[config.mk]
export PLATFORM = sky130hd
export DESIGN_NAME = lidar_radial_height_gate_top
export DESIGN_NICKNAME = d
export VERILOG_FILES = /design/src/sv/lrhg_pkg.sv /design/src/sv/lidar_radial_height_gate_top.sv /design/src/sv/lrhg_cfg_regs.sv /design/src/sv/lrhg_sqrt_cell.sv
export SDC_FILE = /design/constraint.sdc
export NUM_CORES = 2
export LEC_CHECK = 0
export BUFFER_PORTS_ARGS = -buffer_cell sky130_fd_sc_hd__buf_2
export CAP_MARGIN = 30
export CORE_MARGIN = 2
export CORE_UTILIZATION = 64
export DETAILED_ROUTE_END_ITERATION = 6
export HOLD_SLACK_MARGIN = 0.08
export PLACE_DENSITY = 0.81
export SKIP_LAST_GASP = 1
export SLEW_MARGIN = 10
export SYNTH_ARGS = -nofsm -noshare
export SYNTH_HDL_FRONTEND = slang
export SYNTH_HIERARCHICAL = 1
export SYNTH_SLANG_ARGS = --single-unit
[constraint.sdc]
create_clock -name clk_i -period 85.9 [get_ports clk_i]
set_input_delay 8.59 -clock clk_i [delete_from_list [all_inputs] [get_ports clk_i]]
set_output_delay 8.59 -clock clk_i [all_outputs]
set_load 0.03 [all_outputs]
[src/sv/lrhg_pkg.sv]
// Package for the lidar radial height gate.
// Holds the configuration register indexes, the zone codes and the register bundle type.
// No dependencies.
package lrhg_pkg;

  localparam int unsigned RADIUS_W   = 15;
  localparam int unsigned HEIGHT_W   = 16;
  localparam int unsigned RSQ_W      = 2 * RADIUS_W;
  localparam int unsigned CFG_IDX_W  = 4;
  localparam int unsigned CFG_DATA_W = 48;

  typedef enum logic [CFG_IDX_W-1:0] {
    CFG_INNER_RADIUS = 4'd0,
    CFG_FLAT_RADIUS  = 4'd1,
    CFG_RING1_RADIUS = 4'd2,
    CFG_RING2_RADIUS = 4'd3,
    CFG_START_HEIGHT = 4'd4,
    CFG_MAX_HEIGHT   = 4'd5,
    CFG_TIER_CAPS    = 4'd6,
    CFG_SLOPE_SET    = 4'd7
  } cfg_idx_e;

  typedef enum logic [2:0] {
    ZONE_INNER = 3'd0,
    ZONE_FLAT  = 3'd1,
    ZONE_RING1 = 3'd2,
    ZONE_RING2 = 3'd3,
    ZONE_OUTER = 3'd4
  } zone_e;

  localparam int unsigned ZONE_W = 3;

  typedef struct packed {
    logic        [RSQ_W-1:0]    inner_sq;
    logic        [RSQ_W-1:0]    flat_sq;
    logic        [RSQ_W-1:0]    ring1_sq;
    logic        [RSQ_W-1:0]    ring2_sq;
    logic        [RADIUS_W-1:0] flat_r;
    logic        [RADIUS_W-1:0] ring1_r;
    logic        [RADIUS_W-1:0] ring2_r;
    logic signed [HEIGHT_W-1:0] start_h;
    logic signed [HEIGHT_W-1:0] max_h;
    logic signed [HEIGHT_W-1:0] cap2;
    logic signed [HEIGHT_W-1:0] cap3;
    logic signed [HEIGHT_W-1:0] slope1;
    logic signed [HEIGHT_W-1:0] slope2;
    logic signed [HEIGHT_W-1:0] slope3;
  } cfg_t;

endpackage

[src/sv/lidar_radial_height_gate_top.sv]
// Lidar radial height gate: keeps or drops one point per item and echoes it.
// Throughput: one item per cycle; the square root chain has one cell per root bit.
// The whole pipeline holds while the output item waits; input ready follows that.
// Reset (rst_ni low, asynchronous) clears all valid bits and all config registers to 0.
// Depends on lrhg_pkg, lrhg_cfg_regs and lrhg_sqrt_cell.
module lidar_radial_height_gate_top #(
  parameter int unsigned COORD_BITS = 16
) (
  input  logic                                   clk_i,
  input  logic                                   rst_ni,
  // tdata: point_x, point_y, point_height, point_z
  input  logic                                   s_axis_tvalid,
  output logic                                   s_axis_tready,
  input  logic [((4*COORD_BITS+7)/8)*8-1:0]      s_axis_tdata,
  // tdata: out_x, out_y, out_z; tuser: keep
  output logic                                   m_axis_tvalid,
  input  logic                                   m_axis_tready,
  output logic [((3*COORD_BITS+7)/8)*8-1:0]      m_axis_tdata,
  output logic [0:0]                             m_axis_tuser,
  input  logic                                   cfg_valid_i,
  output logic                                   cfg_ready_o,
  input  logic [lrhg_pkg::CFG_IDX_W-1:0]          cfg_index_i,
  input  logic [lrhg_pkg::CFG_DATA_W-1:0]         cfg_data_i
);
  import lrhg_pkg::*;

  localparam int unsigned CB    = COORD_BITS;
  localparam int unsigned OUT_W = ((3 * CB + 7) / 8) * 8;
  localparam int unsigned R2W   = 2 * CB;
  localparam int unsigned CMPW  = (R2W > RSQ_W) ? R2W : RSQ_W;
  localparam int unsigned SW    = 4 * CB + ZONE_W;
  localparam int unsigned DW    = ((CB > RADIUS_W) ? CB : RADIUS_W) + 2;
  localparam int unsigned PW    = DW + HEIGHT_W;
  localparam int unsigned LW    = PW + 1;

  cfg_t cfg;
  logic adv;

  lrhg_cfg_regs u_cfg (
    .clk_i       (clk_i),
    .rst_ni      (rst_ni),
    .cfg_valid_i (cfg_valid_i),
    .cfg_ready_o (cfg_ready_o),
    .cfg_index_i (cfg_index_i),
    .cfg_data_i  (cfg_data_i),
    .cfg_o       (cfg)
  );

  // stage 1: squares
  logic [CB-1:0]  in_x, in_y, in_h, in_z, ux, uy;
  logic           v1_q;
  logic [CB-1:0]  x1_q, y1_q, h1_q, z1_q;
  logic [R2W-1:0] sqx1_q, sqy1_q;

  assign in_x = s_axis_tdata[CB-1:0];
  assign in_y = s_axis_tdata[2*CB-1:CB];
  assign in_h = s_axis_tdata[3*CB-1:2*CB];
  assign in_z = s_axis_tdata[4*CB-1:3*CB];
  assign ux   = in_x[CB-1] ? (~in_x + CB'(1)) : in_x;
  assign uy   = in_y[CB-1] ? (~in_y + CB'(1)) : in_y;

  // stage 2: squared range
  logic           v2_q;
  logic [CB-1:0]  x2_q, y2_q, h2_q, z2_q;
  logic [R2W-1:0] r2_q;

  always_ff @(posedge clk_i or negedge rst_ni) begin
    if (!rst_ni) begin
      v1_q <= 1'b0;
      v2_q <= 1'b0;
    end else if (adv) begin
      v1_q <= s_axis_tvalid;
      v2_q <= v1_q;
    end
  end

  always_ff @(posedge clk_i) begin
    if (adv) begin
      x1_q   <= in_x;
      y1_q   <= in_y;
      h1_q   <= in_h;
      z1_q   <= in_z;
      sqx1_q <= ux * ux;
      sqy1_q <= uy * uy;
      x2_q   <= x1_q;
      y2_q   <= y1_q;
      h2_q   <= h1_q;
      z2_q   <= z1_q;
      r2_q   <= sqx1_q + sqy1_q;
    end
  end

  // zone selection in fixed order
  logic [CMPW-1:0] r2_e;
  zone_e           zone2;

  assign r2_e = CMPW'(r2_q);

  always_comb begin
    priority if (r2_e <= CMPW'(cfg.inner_sq)) zone2 = ZONE_INNER;
    else if (r2_e <= CMPW'(cfg.flat_sq))      zone2 = ZONE_FLAT;
    else if (r2_e <= CMPW'(cfg.ring1_sq))     zone2 = ZONE_RING1;
    else if (r2_e <= CMPW'(cfg.ring2_sq))     zone2 = ZONE_RING2;
    else                                      zone2 = ZONE_OUTER;
  end

  // square root chain
  logic           vc   [CB+1];
  logic [R2W-1:0] remc [CB+1];
  logic [CB-1:0]  rootc[CB+1];
  logic [SW-1:0]  sidec[CB+1];

  assign vc[0]    = v2_q;
  assign remc[0]  = r2_q;
  assign rootc[0] = '0;
  assign sidec[0] = {zone2, z2_q, h2_q, y2_q, x2_q};

  for (genvar k = 0; k < CB; k++) begin : g_cell
    lrhg_sqrt_cell #(
      .R2W (R2W),
      .RW  (CB),
      .BIT (CB - 1 - k),
      .SW  (SW)
    ) u_cell (
      .clk_i   (clk_i),
      .rst_ni  (rst_ni),
      .en_i    (adv),
      .valid_i (vc[k]),
      .rem_i   (remc[k]),
      .root_i  (rootc[k]),
      .side_i  (sidec[k]),
      .valid_o (vc[k+1]),
      .rem_o   (remc[k+1]),
      .root_o  (rootc[k+1]),
      .side_o  (sidec[k+1])
    );
  end

  // multiply stage: pick ring parameters, form d * slope
  logic [SW-1:0]              side_c;
  zone_e                      zone_c;
  logic [RADIUS_W-1:0]        start_r;
  logic signed [HEIGHT_W-1:0] slope_c, base_c, cap_c;
  logic signed [DW-1:0]       dist_c;
  logic signed [PW-1:0]       prod_d;

  assign side_c = sidec[CB];
  assign zone_c = zone_e'(side_c[SW-1:4*CB]);

  always_comb begin
    unique case (zone_c)
      ZONE_RING1: begin
        start_r = cfg.flat_r;
        slope_c = cfg.slope1;
        base_c  = cfg.start_h;
        cap_c   = cfg.max_h;
      end
      ZONE_RING2: begin
        start_r = cfg.ring1_r;
        slope_c = cfg.slope2;
        base_c  = cfg.max_h;
        cap_c   = cfg.cap2;
      end
      ZONE_OUTER: begin
        start_r = cfg.ring2_r;
        slope_c = cfg.slope3;
        base_c  = cfg.cap2;
        cap_c   = cfg.cap3;
      end
      default: begin
        start_r = '0;
        slope_c = '0;
        base_c  = cfg.start_h;
        cap_c   = '0;
      end
    endcase
  end

  assign dist_c = $signed(DW'(rootc[CB]) - DW'(start_r));
  assign prod_d = dist_c * slope_c;

  logic                       vm_q;
  zone_e                      zonem_q;
  logic [CB-1:0]              xm_q, ym_q, hm_q, zm_q;
  logic signed [PW-1:0]       prodm_q;
  logic signed [HEIGHT_W-1:0] basem_q, capm_q;

  // output stage: height test
  logic signed [LW-1:0] hq, lim;
  logic                 keep_d;

  assign hq  = {{(LW-CB-8){hm_q[CB-1]}}, hm_q, 8'b0};
  assign lim = {prodm_q[PW-1], prodm_q} + {{(LW-HEIGHT_W-8){basem_q[HEIGHT_W-1]}}, basem_q, 8'b0};

  always_comb begin
    unique case (zonem_q)
      ZONE_INNER: keep_d = 1'b0;
      ZONE_FLAT:  keep_d = $signed(hm_q) <= basem_q;
      default:    keep_d = (hq <= lim) && ($signed(hm_q) <= capm_q);
    endcase
  end

  logic          vo_q;
  logic          keep_q;
  logic [CB-1:0] xo_q, yo_q, zo_q;

  assign adv = !vo_q || m_axis_tready;

  always_ff @(posedge clk_i or negedge rst_ni) begin
    if (!rst_ni) begin
      vm_q <= 1'b0;
      vo_q <= 1'b0;
    end else if (adv) begin
      vm_q <= vc[CB];
      vo_q <= vm_q;
    end
  end

  always_ff @(posedge clk_i) begin
    if (adv) begin
      zonem_q <= zone_c;
      xm_q    <= side_c[CB-1:0];
      ym_q    <= side_c[2*CB-1:CB];
      hm_q    <= side_c[3*CB-1:2*CB];
      zm_q    <= side_c[4*CB-1:3*CB];
      prodm_q <= prod_d;
      basem_q <= base_c;
      capm_q  <= cap_c;
      keep_q  <= keep_d;
      xo_q    <= xm_q;
      yo_q    <= ym_q;
      zo_q    <= zm_q;
    end
  end

  assign s_axis_tready = adv;
  assign m_axis_tvalid = vo_q;
  assign m_axis_tdata  = OUT_W'({zo_q, yo_q, xo_q});
  assign m_axis_tuser  = keep_q;

endmodule

[src/sv/lrhg_cfg_regs.sv]
// Configuration registers of the lidar radial height gate.
// Squares each radius once on write. Depends on lrhg_pkg.
module lrhg_cfg_regs (
  input  logic                           clk_i,
  input  logic                           rst_ni,
  input  logic                           cfg_valid_i,
  output logic                           cfg_ready_o,
  input  logic [lrhg_pkg::CFG_IDX_W-1:0]  cfg_index_i,
  input  logic [lrhg_pkg::CFG_DATA_W-1:0] cfg_data_i,
  output lrhg_pkg::cfg_t                 cfg_o
);
  import lrhg_pkg::*;

  cfg_t              cfg_q, cfg_d;
  logic [RADIUS_W-1:0] wr_r;
  logic [RSQ_W-1:0]    wr_sq;

  assign cfg_ready_o = 1'b1;
  assign wr_r        = cfg_data_i[RADIUS_W-1:0];
  assign wr_sq       = wr_r * wr_r;

  always_comb begin
    cfg_d = cfg_q;
    if (cfg_valid_i) begin
      unique case (cfg_idx_e'(cfg_index_i))
        CFG_INNER_RADIUS: cfg_d.inner_sq = wr_sq;
        CFG_FLAT_RADIUS: begin
          cfg_d.flat_sq = wr_sq;
          cfg_d.flat_r  = wr_r;
        end
        CFG_RING1_RADIUS: begin
          cfg_d.ring1_sq = wr_sq;
          cfg_d.ring1_r  = wr_r;
        end
        CFG_RING2_RADIUS: begin
          cfg_d.ring2_sq = wr_sq;
          cfg_d.ring2_r  = wr_r;
        end
        CFG_START_HEIGHT: cfg_d.start_h = cfg_data_i[15:0];
        CFG_MAX_HEIGHT:   cfg_d.max_h   = cfg_data_i[15:0];
        CFG_TIER_CAPS: begin
          cfg_d.cap2 = cfg_data_i[15:0];
          cfg_d.cap3 = cfg_data_i[31:16];
        end
        CFG_SLOPE_SET: begin
          cfg_d.slope1 = cfg_data_i[15:0];
          cfg_d.slope2 = cfg_data_i[31:16];
          cfg_d.slope3 = cfg_data_i[47:32];
        end
        default: ;
      endcase
    end
  end

  always_ff @(posedge clk_i or negedge rst_ni) begin
    if (!rst_ni) begin
      cfg_q <= '0;
    end else begin
      cfg_q <= cfg_d;
    end
  end

  assign cfg_o = cfg_q;

endmodule

[src/sv/lrhg_sqrt_cell.sv]
// One cell of the integer square root chain: resolves one root bit per item.
// Carries the item's sideband to the next cell. No package dependency.
module lrhg_sqrt_cell #(
  parameter int unsigned R2W = 32,
  parameter int unsigned RW  = 16,
  parameter int unsigned BIT = 15,
  parameter int unsigned SW  = 67
) (
  input  logic           clk_i,
  input  logic           rst_ni,
  input  logic           en_i,
  input  logic           valid_i,
  input  logic [R2W-1:0] rem_i,
  input  logic [RW-1:0]  root_i,
  input  logic [SW-1:0]  side_i,
  output logic           valid_o,
  output logic [R2W-1:0] rem_o,
  output logic [RW-1:0]  root_o,
  output logic [SW-1:0]  side_o
);

  logic [R2W-1:0] trial;
  logic           fits;
  logic           valid_q;
  logic [R2W-1:0] rem_q, rem_d;
  logic [RW-1:0]  root_q, root_d;
  logic [SW-1:0]  side_q;

  assign trial  = (R2W'(root_i) << (BIT + 1)) | (R2W'(1) << (2 * BIT));
  assign fits   = rem_i >= trial;
  assign rem_d  = fits ? rem_i - trial : rem_i;
  assign root_d = fits ? (root_i | (RW'(1) << BIT)) : root_i;

  always_ff @(posedge clk_i or negedge rst_ni) begin
    if (!rst_ni) begin
      valid_q <= 1'b0;
    end else if (en_i) begin
      valid_q <= valid_i;
    end
  end

  always_ff @(posedge clk_i) begin
    if (en_i) begin
      rem_q  <= rem_d;
      root_q <= root_d;
      side_q <= side_i;
    end
  end

  assign valid_o = valid_q;
  assign rem_o   = rem_q;
  assign root_o  = root_q;
  assign side_o  = side_q;

endmodule

==> impl_metrics.json <==
{
  "final_cell_mix": "edfxtp_1 (2,209), inv_1 (1,408), nand2_1 (920)",
  "worst_ep_required_time_ns": 77.31,
  "end_kind": "primary output",
  "antenna_found_initial": 8,
  "tns_ns": 0,
  "die_w_um": 467,
  "io_buffers": 171,
  "status": "complete, no violations",
  "drtIter0Drc": 7224,
  "fin_skew_ns": 0.0838,
  "post-cts-setup-buffers": 0,
  "final_util_pct": 70.4,
  "crit_arrival_ns": 9.31,
  "grt_pass1_vias": 86400,
  "final_common_cell": "edfxtp_1",
  "hold_violations": 0,
  "synthCells": 10800,
  "avgSynthCellArea_um2": 12.7,
  "finalSetupViolCount": 0,
  "fillCellCount": 14200,
  "grt_usage_pct": 27.0,
  "worst_slew_pin_slew_ns": 1.08,
  "slew_viol_final": 0,
  "antenna_left": 0,
  "min_period_ns": 17.90,
  "core_region_area_um2": 213000,
  "cts_max_level": 4,
  "dp_hpwl_um": 208000,
  "overflow": 0,
  "die_h_um": 467,
  "cts_root_buffer": "clkbuf_16",
  "vias_per_cell": 5.90,
  "clock.fmax_mhz": 55.9,
  "fin_crit_sh_pct": 20.8,
  "vias": 83300,
  "wirelength_um": 293000,
  "path_max_fanout": 4,
  "cts_made_buffers": 240,
  "avgRoutedWirePerCell_um": 20.7,
  "start_kind": "input port",
  "worstSetupPathType": "input port to primary output",
  "worstHoldPathType": "register to register",
  "cts_resized": 0,
  "drive_gt1_share_pct": 9.11,
  "worst_hold_slack_ns": 0.341,
  "multi_input_area_um2": 56900,
  "clkSinkCount": 2499,
  "rsz0062_at_grt": "false",
  "drv_cap": 0,
  "ff_latch_area_um2": 73600,
  "clk_latency_ns": 0.90,
  "clk_path_buf_depth": 3,
  "holdBufCountCts": 0,
  "grt_pass1_wl_um": 463000,
  "die-area_um2": 218000,
  "yosys_warnings": 6,
  "cts_tree": "done",
  "grt_max_degree": 197,
  "syn-cell-area_um2": 137000,
  "slew_headroom_pct": 28.1,
  "gp_congestion": 0.972,
  "placementRows": 169,
  "io_pins": 173,
  "nets": 12800,
  "firstDrtPassIters": 6,
  "clk_pin_slew_worst_paths_ns": 0.06,
  "syn2layout_area_growth_pct": 9.20,
  "initial_core_util_pct": 64.5,
  "drc_errors": 0
}
[worst max-delay path, cell delays in order]
cell and delay (ns):
buf_2 0.07, nand2b_4 0.33, buf_2 0.28
[layer usage]
| layer | wire length [µm] | share of wire [%] | track usage [%] |
|---|---|---|---|
| met5 | 50 | 0.017 | 0 |
| met4 | 10700 | 3.6 | 9.95 |
| met3 | 17600 | 6.0 | 4.42 |
| met2 | 146000 | 50 | 46.3 |
| met1 | 118000 | 40 | 34.9 |
[stage by stage]
step           cells  setup slack [ns]  instance area, µm²
5_1_grt        14100             67.95              150000
2_1_floorplan  10800             15.60              137000
3_3_place_gp   13600             67.95              141000
6_report       14100             68.00              150000
4_1_cts        14100             67.95              149000
3_5_place_dp   13700             67.95              141000
[registers in the layout (all words and copies together), names as in the netlist, 30 cells and up]
signal	cells
sqx1_q	30
r2_e	32
prodm_q	33
g_cell.u_cell/root_o	256
u_cfg/cfg_o	270
g_cell.u_cell/rem_o	480
sqy1_q	30
g_cell.u_cell/side_o	1072
[worst paths after layout]
kind,startpoint,to,slack (ns),cells after the start
worst min-delay path,g_cell[12].u_cell/root_o[1],g_cell[13].u_cell/root_o[1],0.34,0
worst max register to register,g_cell[15].u_cell/side_o[64],prodm_q[31],74.41,38
min in group asynchronous,rst_ni,g_cell[7].u_cell/valid_o,7.75,1
worst min register to register,g_cell[12].u_cell/root_o[1],g_cell[13].u_cell/root_o[1],0.34,0
max in group asynchronous,rst_ni,u_cfg/cfg_o[145],76.01,4
worst max-delay path,m_axis_tready,s_axis_tready,68.00,3
[layout make-up]
class | count | share of cell area (%)
flip-flops and latches | 2499 | 49.2
well taps | 2821 | 2.36
clock inverters | 159 | 1.21
repair buffers | 286 | 1.40
diodes | 6 | 0.0100
inverters | 1422 | 3.57
multi-input cells | 6644 | 38.1
clock buffers | 288 | 4.20
Power is not shown: default switching activity piles up to over one toggle a cycle in this logic, so the estimate is an artifact.
